`config.mk`:
```
export PLATFORM = sky130hd
export DESIGN_NAME = hashed_glitch_row_generator
export DESIGN_NICKNAME = d
export VERILOG_FILES = /design/src/hgr_pkg.sv /design/src/hashed_glitch_row_generator.sv /design/src/hgr_div.sv /design/src/hgr_dp.sv /design/src/hgr_ctrl.sv
export VERILOG_INCLUDE_DIRS = /design/src /design/src/src
export SDC_FILE = /design/constraint.sdc
export NUM_CORES = 2
export LEC_CHECK = 0
export BUFFER_PORTS_ARGS = -buffer_cell sky130_fd_sc_hd__buf_2
export CORE_UTILIZATION = 50
export CTS_CLUSTER_SIZE = 20
export DETAILED_ROUTE_END_ITERATION = 7
export GPL_ROUTABILITY_DRIVEN = 0
export GPL_TIMING_DRIVEN = 0
export PLACE_DENSITY = 0.75
export RECOVER_POWER = 25
export SKIP_LAST_GASP = 1
export SYNTH_ARGS = -nofsm -noshare
export SYNTH_HDL_FRONTEND = slang
export SYNTH_HIERARCHICAL = 1
export SYNTH_SLANG_ARGS = --single-unit
```
`constraint.sdc`:
```
create_clock -name clk -period 14.6 [get_ports clk]
set_input_delay 0.73 -clock clk [delete_from_list [all_inputs] [get_ports clk]]
set_output_delay 0.73 -clock clk [all_outputs]
set_load 0.01 [all_outputs]
```
`src/hashed_glitch_row_generator_macros.svh`:
```
// assertion macros shared by the glitch row generator
`ifndef HASHED_GLITCH_ROW_GENERATOR_MACROS_SVH
`define HASHED_GLITCH_ROW_GENERATOR_MACROS_SVH

// same-cycle implication, checked on every rising clk edge outside reset
`define HGR_ASSERT_NOW(label, ante, cons, msg) \
	label: assert property (@(posedge clk) disable iff (!arst_n) (ante) |-> (cons)) \
		else $error(msg);

// next-cycle implication
`define HGR_ASSERT_NEXT(label, ante, cons, msg) \
	label: assert property (@(posedge clk) disable iff (!arst_n) (ante) |=> (cons)) \
		else $error(msg);

`endif

```
`src/hgr_pkg.sv`:
```
// shared types, constants and codes of the glitch row generator
package hgr_pkg;

	localparam int unsigned ROWS_MAX_DEF = 3;
	localparam int unsigned SLOT_MS_DEF  = 100;

	localparam logic [31:0] C_MIX1 = 32'h7FEB352D;
	localparam logic [31:0] C_MIX2 = 32'h846CA68B;
	localparam logic [31:0] C_SEED = 32'h85EBCA6B;
	localparam logic [31:0] C_GOLD = 32'h9E3779B9;
	localparam logic [3:0]  PHASE_MASK = 4'hF;
	localparam logic [18:0] W_MAX = 19'd255;

	localparam int unsigned IN_W   = 128;
	localparam int unsigned OUT_W  = 48;
	localparam int unsigned DVD_W  = 32;
	localparam int unsigned DSR_W  = 17;

	typedef enum logic [3:0] {
		OP_NONE,
		OP_LOAD,
		OP_LOAD_INV,
		OP_DIV,
		OP_SEED,
		OP_MIX,
		OP_H1,
		OP_H2,
		OP_H3,
		OP_H0,
		OP_RSEED,
		OP_OUT,
		OP_NEXT
	} op_t;

	typedef enum logic [2:0] {
		D_SLOT,
		D_ROWS,
		D_LO,
		D_HI,
		D_Y,
		D_W,
		D_X
	} dsel_t;

	typedef enum logic [4:0] {
		S_IDLE,
		S_CHECK,
		S_SLOT,
		S_DWAIT,
		S_SEED,
		S_MIX,
		S_H1,
		S_H2,
		S_H3,
		S_H0,
		S_ROWS,
		S_RSEED,
		S_LO,
		S_HI,
		S_Y,
		S_W,
		S_X,
		S_OUT,
		S_EMIT
	} state_t;

	typedef struct packed {
		op_t   op;
		dsel_t dsel;
	} cmd_t;

	typedef struct packed {
		logic inv;
		logic div_done;
		logic last;
	} sts_t;

endpackage

```
`src/hashed_glitch_row_generator.sv`:
```
// top level: hashed glitch row generator with stream ports
// order of work: the time slot is divided and hashed, then the row count is divided out, then each row
// word is built and offered in turn, each row word waiting until the receiver takes it
// one request at a time: a new request is taken only after the last row word of the current one is taken
// the 32-step serial divider sets the pace: two divisions for the request head, five per row
// reset (arst_n low, asynchronous) returns the sequencer to idle with no word pending
`include "hashed_glitch_row_generator_macros.svh"

module hashed_glitch_row_generator
	import hgr_pkg::*;
#(
	parameter int unsigned ROWS_MAX = ROWS_MAX_DEF,
	parameter int unsigned SLOT_MS  = SLOT_MS_DEF
) (
	input  logic             clk,
	input  logic             arst_n,
	// request word
	input  logic             s_axis_tvalid,
	output logic             s_axis_tready,
	// rect_x0, rect_y0, rect_x1, rect_y1, now_ms, seed
	input  logic [IN_W-1:0]  s_axis_tdata,
	// row word
	output logic             m_axis_tvalid,
	input  logic             m_axis_tready,
	// row_x, row_y, row_w, row_phase, zero pad
	output logic [OUT_W-1:0] m_axis_tdata,
	// row_valid
	output logic             m_axis_tuser,
	output logic             m_axis_tlast
);

	cmd_t        cmd;
	sts_t        sts;
	logic        row_valid;
	logic [15:0] row_x, row_y;
	logic [7:0]  row_w;
	logic [3:0]  row_phase;

	// sequencer: one request in flight, each division waits for the serial divider
	hgr_ctrl u_ctrl (
		.clk       (clk),
		.arst_n    (arst_n),
		.in_valid  (s_axis_tvalid),
		.in_ready  (s_axis_tready),
		.out_valid (m_axis_tvalid),
		.out_ready (m_axis_tready),
		.sts       (sts),
		.cmd       (cmd)
	);

	// operand registers, hash multiplier, divider and final clamp
	hgr_dp #(
		.ROWS_MAX (ROWS_MAX),
		.SLOT_MS  (SLOT_MS)
	) u_dp (
		.clk     (clk),
		.arst_n  (arst_n),
		.cmd     (cmd),
		.in_data (s_axis_tdata),
		.sts     (sts),
		.o_valid (row_valid),
		.o_x     (row_x),
		.o_y     (row_y),
		.o_w     (row_w),
		.o_phase (row_phase)
	);

	// output word comes straight from the datapath output register
	assign m_axis_tdata = {4'b0000, row_phase, row_w, row_y, row_x};
	assign m_axis_tuser = row_valid;
	assign m_axis_tlast = sts.last;

	// the block never offers a row while it is taking a request
	`HGR_ASSERT_NOW(a_no_overlap, s_axis_tready, !m_axis_tvalid, "ready while row pending")
	// dropped rows carry all-zero data
	`HGR_ASSERT_NOW(a_drop_zero, m_axis_tvalid && !m_axis_tuser, m_axis_tdata == '0,
		"dropped row with nonzero data")
	// a drawable row is at least one pixel wide
	`HGR_ASSERT_NOW(a_width_nz, m_axis_tvalid && m_axis_tuser, m_axis_tdata[39:32] != 8'd0,
		"drawable row of zero width")
	// after the last row goes out the block is ready for the next request
	`HGR_ASSERT_NEXT(a_back_idle, m_axis_tvalid && m_axis_tready && m_axis_tlast,
		s_axis_tready, "not idle after last row")

endmodule

```
`src/hgr_div.sv`:
```
// restoring divider, one quotient bit per cycle
module hgr_div
	import hgr_pkg::*;
(
	input  logic             clk,
	input  logic             arst_n,
	input  logic             start,
	input  logic [DVD_W-1:0] dividend,
	input  logic [DSR_W-1:0] divisor,
	output logic             done,
	output logic [DVD_W-1:0] quot,
	output logic [DSR_W-1:0] rem
);

	localparam int unsigned CW = $clog2(DVD_W + 1);

	logic [DVD_W-1:0] dvd_q;
	logic [DSR_W-1:0] rem_q;
	logic [DSR_W-1:0] dsr_q;
	logic [CW-1:0]    cnt_q;
	logic             busy_q;
	logic             done_q;
	logic [DSR_W:0]   trial;
	logic             fits;

	assign trial = {rem_q, dvd_q[DVD_W-1]};
	assign fits  = trial >= {1'b0, dsr_q};

	always_ff @(posedge clk or negedge arst_n) begin
		if (!arst_n) begin
			busy_q <= 1'b0;
			done_q <= 1'b0;
			cnt_q  <= '0;
		end else if (start) begin
			busy_q <= 1'b1;
			done_q <= 1'b0;
			cnt_q  <= CW'(DVD_W);
		end else if (busy_q) begin
			cnt_q <= cnt_q - CW'(1);
			if (cnt_q == CW'(1)) begin
				busy_q <= 1'b0;
				done_q <= 1'b1;
			end
		end else begin
			done_q <= 1'b0;
		end
	end

	always_ff @(posedge clk) begin
		if (start) begin
			dvd_q <= dividend;
			rem_q <= '0;
			dsr_q <= divisor;
		end else if (busy_q) begin
			if (fits) begin
				rem_q <= DSR_W'(trial - {1'b0, dsr_q});
			end else begin
				rem_q <= trial[DSR_W-1:0];
			end
			dvd_q <= {dvd_q[DVD_W-2:0], fits};
		end
	end

	assign done = done_q;
	assign quot = dvd_q;
	assign rem  = rem_q;

endmodule

```
`src/hgr_dp.sv`:
```
// datapath: operand registers, hash and row-bound multipliers, divider and row clamp
module hgr_dp
	import hgr_pkg::*;
#(
	parameter int unsigned ROWS_MAX = ROWS_MAX_DEF,
	parameter int unsigned SLOT_MS  = SLOT_MS_DEF
) (
	input  logic            clk,
	input  logic            arst_n,
	input  cmd_t            cmd,
	input  logic [IN_W-1:0] in_data,
	output sts_t            sts,
	output logic            o_valid,
	output logic [15:0]     o_x,
	output logic [15:0]     o_y,
	output logic [7:0]      o_w,
	output logic [3:0]      o_phase
);

	localparam int unsigned IW = $clog2(ROWS_MAX + 1);
	localparam int unsigned PW = IW + DSR_W;

	logic signed [15:0] x0_q, y0_q, x1_q, y1_q;
	logic [31:0]        now_q, seed_q;
	logic [31:0]        slot_q, v_q, h0_q;
	logic [IW-1:0]      n_q, i_q;
	logic [DSR_W-1:0]   lo_q, hi_q;
	logic [17:0]        w_q;
	logic signed [18:0] x_q, y_q;
	dsel_t              dsel_q;
	logic               last_q;

	logic               div_start;
	logic [DVD_W-1:0]   div_dvd;
	logic [DSR_W-1:0]   div_dsr;
	logic               div_done;
	logic [DVD_W-1:0]   div_quot;
	logic [DSR_W-1:0]   div_rem;

	logic signed [17:0] span_x18, span_y18;
	logic [DSR_W-1:0]   span_x, span_y, half, stripe;
	logic [IW-1:0]      ip1, nr;
	logic [PW-1:0]      prod_lo, prod_hi;
	logic signed [18:0] x0e, y0e, x1e, y1e, xc, yc, wt, wc;
	logic               inv;
	logic [17:0]        half_sum;

	assign inv = (x1_q < x0_q) || (y1_q < y0_q);
	assign span_x18 = 18'(x1_q) - 18'(x0_q) + 18'sd1;
	assign span_y18 = 18'(y1_q) - 18'(y0_q) + 18'sd1;
	assign span_x   = span_x18[DSR_W-1:0];
	assign span_y   = span_y18[DSR_W-1:0];
	assign half_sum = {1'b0, span_x} + 18'd1;
	assign half     = half_sum[17:1];
	assign stripe   = (hi_q > lo_q) ? (hi_q - lo_q) : DSR_W'(1);

	assign ip1     = i_q + IW'(1);
	assign prod_lo = PW'(span_y) * PW'(i_q);
	assign prod_hi = PW'(span_y) * PW'(ip1);

	always_comb begin
		div_start = (cmd.op == OP_DIV);
		div_dvd   = '0;
		div_dsr   = DSR_W'(1);
		unique case (cmd.dsel)
			D_SLOT: begin
				div_dvd = now_q;
				div_dsr = DSR_W'(SLOT_MS);
			end
			D_ROWS: begin
				div_dvd = h0_q;
				div_dsr = DSR_W'(ROWS_MAX);
			end
			D_LO: begin
				div_dvd = DVD_W'(prod_lo);
				div_dsr = DSR_W'(n_q);
			end
			D_HI: begin
				div_dvd = DVD_W'(prod_hi);
				div_dsr = DSR_W'(n_q);
			end
			D_Y: begin
				div_dvd = v_q >> 8;
				div_dsr = stripe;
			end
			D_W: begin
				div_dvd = v_q >> 3;
				div_dsr = span_x - half + DSR_W'(1);
			end
			D_X: begin
				div_dvd = v_q >> 19;
				div_dsr = DSR_W'({1'b0, span_x} - w_q + 18'd1);
			end
			default: begin
				div_dvd = '0;
				div_dsr = DSR_W'(1);
			end
		endcase
	end

	hgr_div u_div (
		.clk      (clk),
		.arst_n   (arst_n),
		.start    (div_start),
		.dividend (div_dvd),
		.divisor  (div_dsr),
		.done     (div_done),
		.quot     (div_quot),
		.rem      (div_rem)
	);

	// row count from the remainder, capped by the rectangle height
	assign nr = IW'(div_rem) + IW'(1);

	// clamp of the finished row
	assign x0e = 19'(x0_q);
	assign y0e = 19'(y0_q);
	assign x1e = 19'(x1_q);
	assign y1e = 19'(y1_q);

	always_comb begin
		yc = y_q;
		if (yc < y0e) yc = y0e;
		if (yc > y1e) yc = y1e;
		xc = x_q;
		if (xc < x0e) xc = x0e;
		if (xc > x1e) xc = x1e;
		wt = $signed({1'b0, w_q});
		if (xc + wt - 19'sd1 > x1e) wt = x1e - xc + 19'sd1;
		wc = wt;
		if (wc < 19'sd1) wc = 19'sd1;
	end

	always_ff @(posedge clk or negedge arst_n) begin
		if (!arst_n) begin
			dsel_q <= D_SLOT;
			last_q <= 1'b0;
			o_valid <= 1'b0;
		end else begin
			if (cmd.op == OP_DIV) dsel_q <= cmd.dsel;
			if (cmd.op == OP_LOAD_INV) begin
				last_q  <= 1'b1;
				o_valid <= 1'b0;
			end else if (cmd.op == OP_OUT) begin
				last_q  <= (ip1 == n_q);
				o_valid <= (wc <= $signed(W_MAX));
			end
		end
	end

	always_ff @(posedge clk) begin
		unique case (cmd.op)
			OP_LOAD: begin
				x0_q   <= in_data[15:0];
				y0_q   <= in_data[31:16];
				x1_q   <= in_data[47:32];
				y1_q   <= in_data[63:48];
				now_q  <= in_data[95:64];
				seed_q <= in_data[127:96];
			end
			OP_LOAD_INV: begin
				o_x     <= '0;
				o_y     <= '0;
				o_w     <= '0;
				o_phase <= '0;
			end
			OP_SEED:  v_q <= seed_q * C_SEED;
			OP_MIX:   v_q <= slot_q ^ v_q;
			OP_H1:    v_q <= (v_q ^ (v_q >> 16)) * C_MIX1;
			OP_H2:    v_q <= (v_q ^ (v_q >> 15)) * C_MIX2;
			OP_H3:    v_q <= v_q ^ (v_q >> 16);
			OP_H0:    h0_q <= v_q;
			OP_RSEED: v_q <= h0_q + C_GOLD * 32'(ip1);
			OP_NEXT:  i_q <= ip1;
			OP_OUT: begin
				if (wc <= $signed(W_MAX)) begin
					o_x     <= xc[15:0];
					o_y     <= yc[15:0];
					o_w     <= wc[7:0];
					o_phase <= v_q[27:24] & PHASE_MASK;
				end else begin
					o_x     <= '0;
					o_y     <= '0;
					o_w     <= '0;
					o_phase <= '0;
				end
			end
			default: ;
		endcase
		if (div_done) begin
			unique case (dsel_q)
				D_SLOT: slot_q <= div_quot;
				D_ROWS: begin
					n_q <= (span_y < DSR_W'(nr)) ? span_y[IW-1:0] : nr;
					i_q <= '0;
				end
				D_LO: lo_q <= div_quot[DSR_W-1:0];
				D_HI: hi_q <= div_quot[DSR_W-1:0];
				D_Y:  y_q  <= y0e + 19'(lo_q) + 19'(div_rem);
				D_W:  w_q  <= 18'(half) + 18'(div_rem);
				D_X:  x_q  <= x0e + 19'(div_rem);
				default: ;
			endcase
		end
	end

	assign sts.inv      = inv;
	assign sts.div_done = div_done;
	assign sts.last     = last_q;

endmodule

```
`src/hgr_ctrl.sv`:
```
// controller: sequences the hash, divisions and row emission
module hgr_ctrl
	import hgr_pkg::*;
(
	input  logic clk,
	input  logic arst_n,
	input  logic in_valid,
	output logic in_ready,
	output logic out_valid,
	input  logic out_ready,
	input  sts_t sts,
	output cmd_t cmd
);

	state_t state_q, state_d;
	state_t ret_q, ret_d;
	logic   row_q, row_d;

	always_ff @(posedge clk or negedge arst_n) begin
		if (!arst_n) begin
			state_q <= S_IDLE;
			ret_q   <= S_IDLE;
			row_q   <= 1'b0;
		end else begin
			state_q <= state_d;
			ret_q   <= ret_d;
			row_q   <= row_d;
		end
	end

	always_comb begin
		state_d = state_q;
		ret_d   = ret_q;
		row_d   = row_q;
		unique case (state_q)
			S_IDLE: begin
				if (in_valid) begin
					state_d = S_CHECK;
					row_d   = 1'b0;
				end
			end
			S_CHECK: state_d = sts.inv ? S_EMIT : S_SLOT;
			S_SLOT: begin
				state_d = S_DWAIT;
				ret_d   = S_SEED;
			end
			S_DWAIT: begin
				if (sts.div_done) state_d = ret_q;
			end
			S_SEED: state_d = S_MIX;
			S_MIX:  state_d = S_H1;
			S_H1:   state_d = S_H2;
			S_H2:   state_d = S_H3;
			S_H3:   state_d = row_q ? S_LO : S_H0;
			S_H0:   state_d = S_ROWS;
			S_ROWS: begin
				state_d = S_DWAIT;
				ret_d   = S_RSEED;
			end
			S_RSEED: begin
				state_d = S_H1;
				row_d   = 1'b1;
			end
			S_LO: begin
				state_d = S_DWAIT;
				ret_d   = S_HI;
			end
			S_HI: begin
				state_d = S_DWAIT;
				ret_d   = S_Y;
			end
			S_Y: begin
				state_d = S_DWAIT;
				ret_d   = S_W;
			end
			S_W: begin
				state_d = S_DWAIT;
				ret_d   = S_X;
			end
			S_X: begin
				state_d = S_DWAIT;
				ret_d   = S_OUT;
			end
			S_OUT: state_d = S_EMIT;
			S_EMIT: begin
				if (out_ready) state_d = sts.last ? S_IDLE : S_RSEED;
			end
			default: state_d = S_IDLE;
		endcase
	end

	always_comb begin
		cmd.op    = OP_NONE;
		cmd.dsel  = D_SLOT;
		in_ready  = (state_q == S_IDLE);
		out_valid = (state_q == S_EMIT);
		unique case (state_q)
			S_IDLE:  if (in_valid) cmd.op = OP_LOAD;
			S_CHECK: if (sts.inv) cmd.op = OP_LOAD_INV;
			S_SLOT: begin
				cmd.op   = OP_DIV;
				cmd.dsel = D_SLOT;
			end
			S_SEED:  cmd.op = OP_SEED;
			S_MIX:   cmd.op = OP_MIX;
			S_H1:    cmd.op = OP_H1;
			S_H2:    cmd.op = OP_H2;
			S_H3:    cmd.op = OP_H3;
			S_H0:    cmd.op = OP_H0;
			S_ROWS: begin
				cmd.op   = OP_DIV;
				cmd.dsel = D_ROWS;
			end
			S_RSEED: cmd.op = OP_RSEED;
			S_LO: begin
				cmd.op   = OP_DIV;
				cmd.dsel = D_LO;
			end
			S_HI: begin
				cmd.op   = OP_DIV;
				cmd.dsel = D_HI;
			end
			S_Y: begin
				cmd.op   = OP_DIV;
				cmd.dsel = D_Y;
			end
			S_W: begin
				cmd.op   = OP_DIV;
				cmd.dsel = D_W;
			end
			S_X: begin
				cmd.op   = OP_DIV;
				cmd.dsel = D_X;
			end
			S_OUT:   cmd.op = OP_OUT;
			S_EMIT:  if (out_ready) cmd.op = OP_NEXT;
			default: cmd.op = OP_NONE;
		endcase
	end

endmodule

```
==> results.tsv <==
stage	metric	value	unit
synthesis	mux cell area share after synthesis	0.0265	
placement	port bufs	179	
synthesis	Synth Area in Compound Gates	0.126	
clock_network	H-Tree Depth	2	
routing	DRC Markers	77	
floorplanning	Die X	355	um
routing	wirelength, routed	187	mm
floorplanning	IO Pins	184	
layout	area of the multi-input gates	43700	um2
synthesis	Synth Register Bits	452	
hold_path	hold endpoint	u_dp/y0_q[5]	
sta	sum of negative setup slack	0	ps
synthesis	Async SR Flop Fraction	0.0531	
synthesis	Netlist cell types	115	
layout	Cell Count, Final, Fillers Out	8264	
synthesis	main flop type after synthesis	edfxtp_1	
synthesis	sequential share of the synthesized area	0.213	
global_routing	vias in the first global route	49500	
clock_network	CTS Root Cell	clkbuf_16	
clock_network	Worst-path clk slew	70	ps
sta	Max Clock Skew	46.4	ps
clock_network	clk sinks	452	
placement	DP Cell Count	8164	
layout	area growth from synthesis to layout	8.40	%
global_routing	total gr overflow	0	
hold_path	worst min path class	in2reg	
synthesis	mapped cell area	62400	um2
global_routing	total track usage	0.294	
layout	fillcell total	10800	
synthesis	adder-cell share of the synthesized area	0.399	
critical_path	Setup Crit Path Kind	reg2reg	
synthesis	Post-Synth XOR/XNOR Area	0.0659	
floorplanning	placeable core area	124000	um2
critical_path	Worst Path Max Fanout	10	
sta	unrepaired setup endpoints after global routing	no	
job	max-cap viol count	6	
critical_path	Worst path max stage delay	850	ps
critical_path	Crit-path slowest cell	o21ai_1	
hold_path	hold path start	s_axis_tdata[21]	
clock_network	Post-CTS Hold Buffers	0	
run_status	status	finished with violations	
placement	Detailed Place HPWL	153	mm
critical_path	critical path arrival	14010	ps
critical_path	worst reg2reg setup slack	970	ps
layout	FF/Latch Area	13300	um2
sta	Final Max Tran Viols	55	
sta	fin crit period	13630	ps
sta	slew margin rel.	-0.239	
global_routing	first-pass GRT wire length	283	mm
clock_network	CTS Buf Count	51	
floorplanning	Starting Density	0.504	
sta	Final Setup Violations	0	
clock_network	Setup Buffers After CTS	0	
critical_path	CP most frequent cell	ha_1	
sta	Hold Vio Cnt, Final	0	
critical_path	Worst setup EP type	flop	
layout	nets	8330	
run_status	failing checks	DRC, capacitance limit, slew limit	
layout	share of cells above drive strength 1	0.0710	
hold_path	Worst Hold Depth	1	
critical_path	crit path launch type	flop	
floorplanning	die area	126000	um2
clock_network	clock latency on the worst-skew pair	650	ps
clock_network	Post-CTS Resized	0	
synthesis	EDFF count, synth	409	
synthesis	Simple-Gate Fraction of Synth Area	0.0807	
synthesis	Mean Syn Cell Area	9.87	um2
synthesis	Syn Inst Count	6321	
global_routing	largest net degree at the start of global routing	33	
routing	router iterations before antenna repair	8	
critical_path	CP Data Required Time	14980	ps
routing	vias per cell	5.91	
floorplanning	row count	129	
routing	total vias in the final route	48900	
sta	Worst-Margin Slew	1860	ps
synthesis	largest family of logic cells by synthesized area	adder cells	
critical_path	Worst R2R Path Depth	46	
sta	final period utilization	0.934	
routing	Routed Antenna Nets	0	
clock_network	Clock Path Buffers	3	
critical_path	FF-to-FF End	u_dp/o_y[2]	
critical_path	r2r startpoint	u_dp/x0_q[12]	
clock_network	CTS tree	yes	
synthesis	Syn. warnings	6	
routing	DRT iter0 DRCs	5432	
global_routing	initial antenna violation count	8	
routing	routed len/inst	22.6	um
sta	fmax	73.4	MHz
floorplanning	Die Y	355	um
==> logic make-up (layout without fill, tap and decap cells) <==
logic type                 count (synthesis)  after routing
buffers and inverters                   1451           1751
AOI/OAI and AO/OA                       1156           1156
and+or+nand+nor                         1036           1036
muxes                                    142            142
DFF                                      452            452
xor gates and xnor gates                 466            466
adders and majority gates               1617           1617
other                                      1              7
==> registers in the layout (all words and copies together), names as in the netlist, 18 cells and up <==
register	flops
u_dp/slot_q	32
u_dp/h0_q	32
u_dp/u_div/quot	32
u_dp/v_q	32
u_dp/y_q	19
u_dp/seed_q	32
u_dp/now_q	32
u_dp/w_q	18
u_dp/x_q	19
==> routing by layer <==
metal,track usage,vias to the layer above,wire length (um)
met3,0.0749,642,19600
met1,0.369,23700,72000
met2,0.471,2552,83600
li1,-,22000,-
met4,0.143,8,11300
met5,0.00415,-,116
==> final cells by class <==
class / instances / area share
clock buffers: 58 / 0.0196
plain buffers: 138 / 0.00942
clock inverters: 38 / 0.00811
repair buffers: 204 / 0.0177
multi-input cells: 4421 / 0.646
inverters: 1313 / 0.0729
well taps: 1637 / 0.0303
diodes: 3 / 0.000111
flip-flops and latches: 452 / 0.196
==> cells in the final DEF, fill, tap and decap left out, drive strengths merged, types with 63 or more instances in the layout <==
cell type,count
ha,994
nand3,76
edfxtp,409
clkbuf,166
o21ai,252
a21oi,271
xnor2,307
inv,1313
nand2,236
mux2,67
fa,623
xor2,157
nor3,99
buf,234
a21o,111
mux2i,63
nor2,316
==> how the worst max path moves through the flow <==
stage / start / to / slack, ps / depth (start not counted)
after floorplan: u_dp/y0_q[2] / u_dp/now_q[0] / 2330 / 18
after global placement: u_dp/x0_q[2] / u_dp/y0_q[15] / -3270 / 18
after detailed placement: u_dp/x0_q[12] / u_dp/o_w[5] / 1460 / 46
after CTS: u_dp/x0_q[12] / u_dp/o_y[2] / 1380 / 46
after global routing: u_dp/x0_q[12] / u_dp/o_y[2] / 580 / 47
final: u_dp/x0_q[12] / u_dp/o_y[2] / 970 / 46
==> synthesized netlist by cell type (all sizes together), types with 13 or more instances <==
library cell  instances  area share
xor2                157       0.022
a211oi               61      0.0078
clkbuf               93      0.0056
o21ai               252       0.021
dfrtp                24      0.0096
inv                1311       0.079
nor2                316       0.019
o221ai               25      0.0036
nand2b               54      0.0055
dfxtp                19      0.0061
mux2i                63       0.010
nand2               236       0.014
ha                  994        0.20
a22oi                34      0.0041
or3                  25      0.0026
o21bai               31      0.0037
buf                  45      0.0046
mux2                 67       0.012
and2                 36      0.0036
nand4                29      0.0029
a221oi               24      0.0034
o211ai               31      0.0037
a2111oi              14      0.0026
nor2b                46      0.0046
nand3                76      0.0061
o22ai                29      0.0029
a21boi               13      0.0016
a31oi                38      0.0039
edfxtp              409        0.20
nor4                 27      0.0027
fa                  623        0.20
a21o                111       0.013
nor3                 99      0.0082
o21a                 61      0.0075
and3                 27      0.0027
a21oi               271       0.022
o31ai                18      0.0022
xnor2               307       0.043
==> metrics by stage <==
step / instance area, um2 / hold slack (ps) / utilization / setup WS (ps)
detailed placement: 65700 / 435 / 0.531 / 1460
global placement: 65300 / 426 / 0.528 / -3270
CTS: 67600 / 162 / 0.547 / 1380
global route: 67600 / 230 / 0.547 / 580
finish: 67600 / 247 / 0.547 / 967
floorplan: 62400 / 422 / - / 2330
==> worst max-delay path, delay by kind of cell, from the launching register on <==
family,cells,cell delay [ps]
AOI/OAI and AO/OA,25,6580
xor gates and xnor gates,1,100
adders and majority gates,7,1940
buffers and inverters,6,1890
DFF,1,430
muxes,1,450
and+or+nand+nor,6,1900
Power is left out: the tool's default activity adds up to more than one toggle a clock period on the data nets, which glitch-free logic cannot reach.
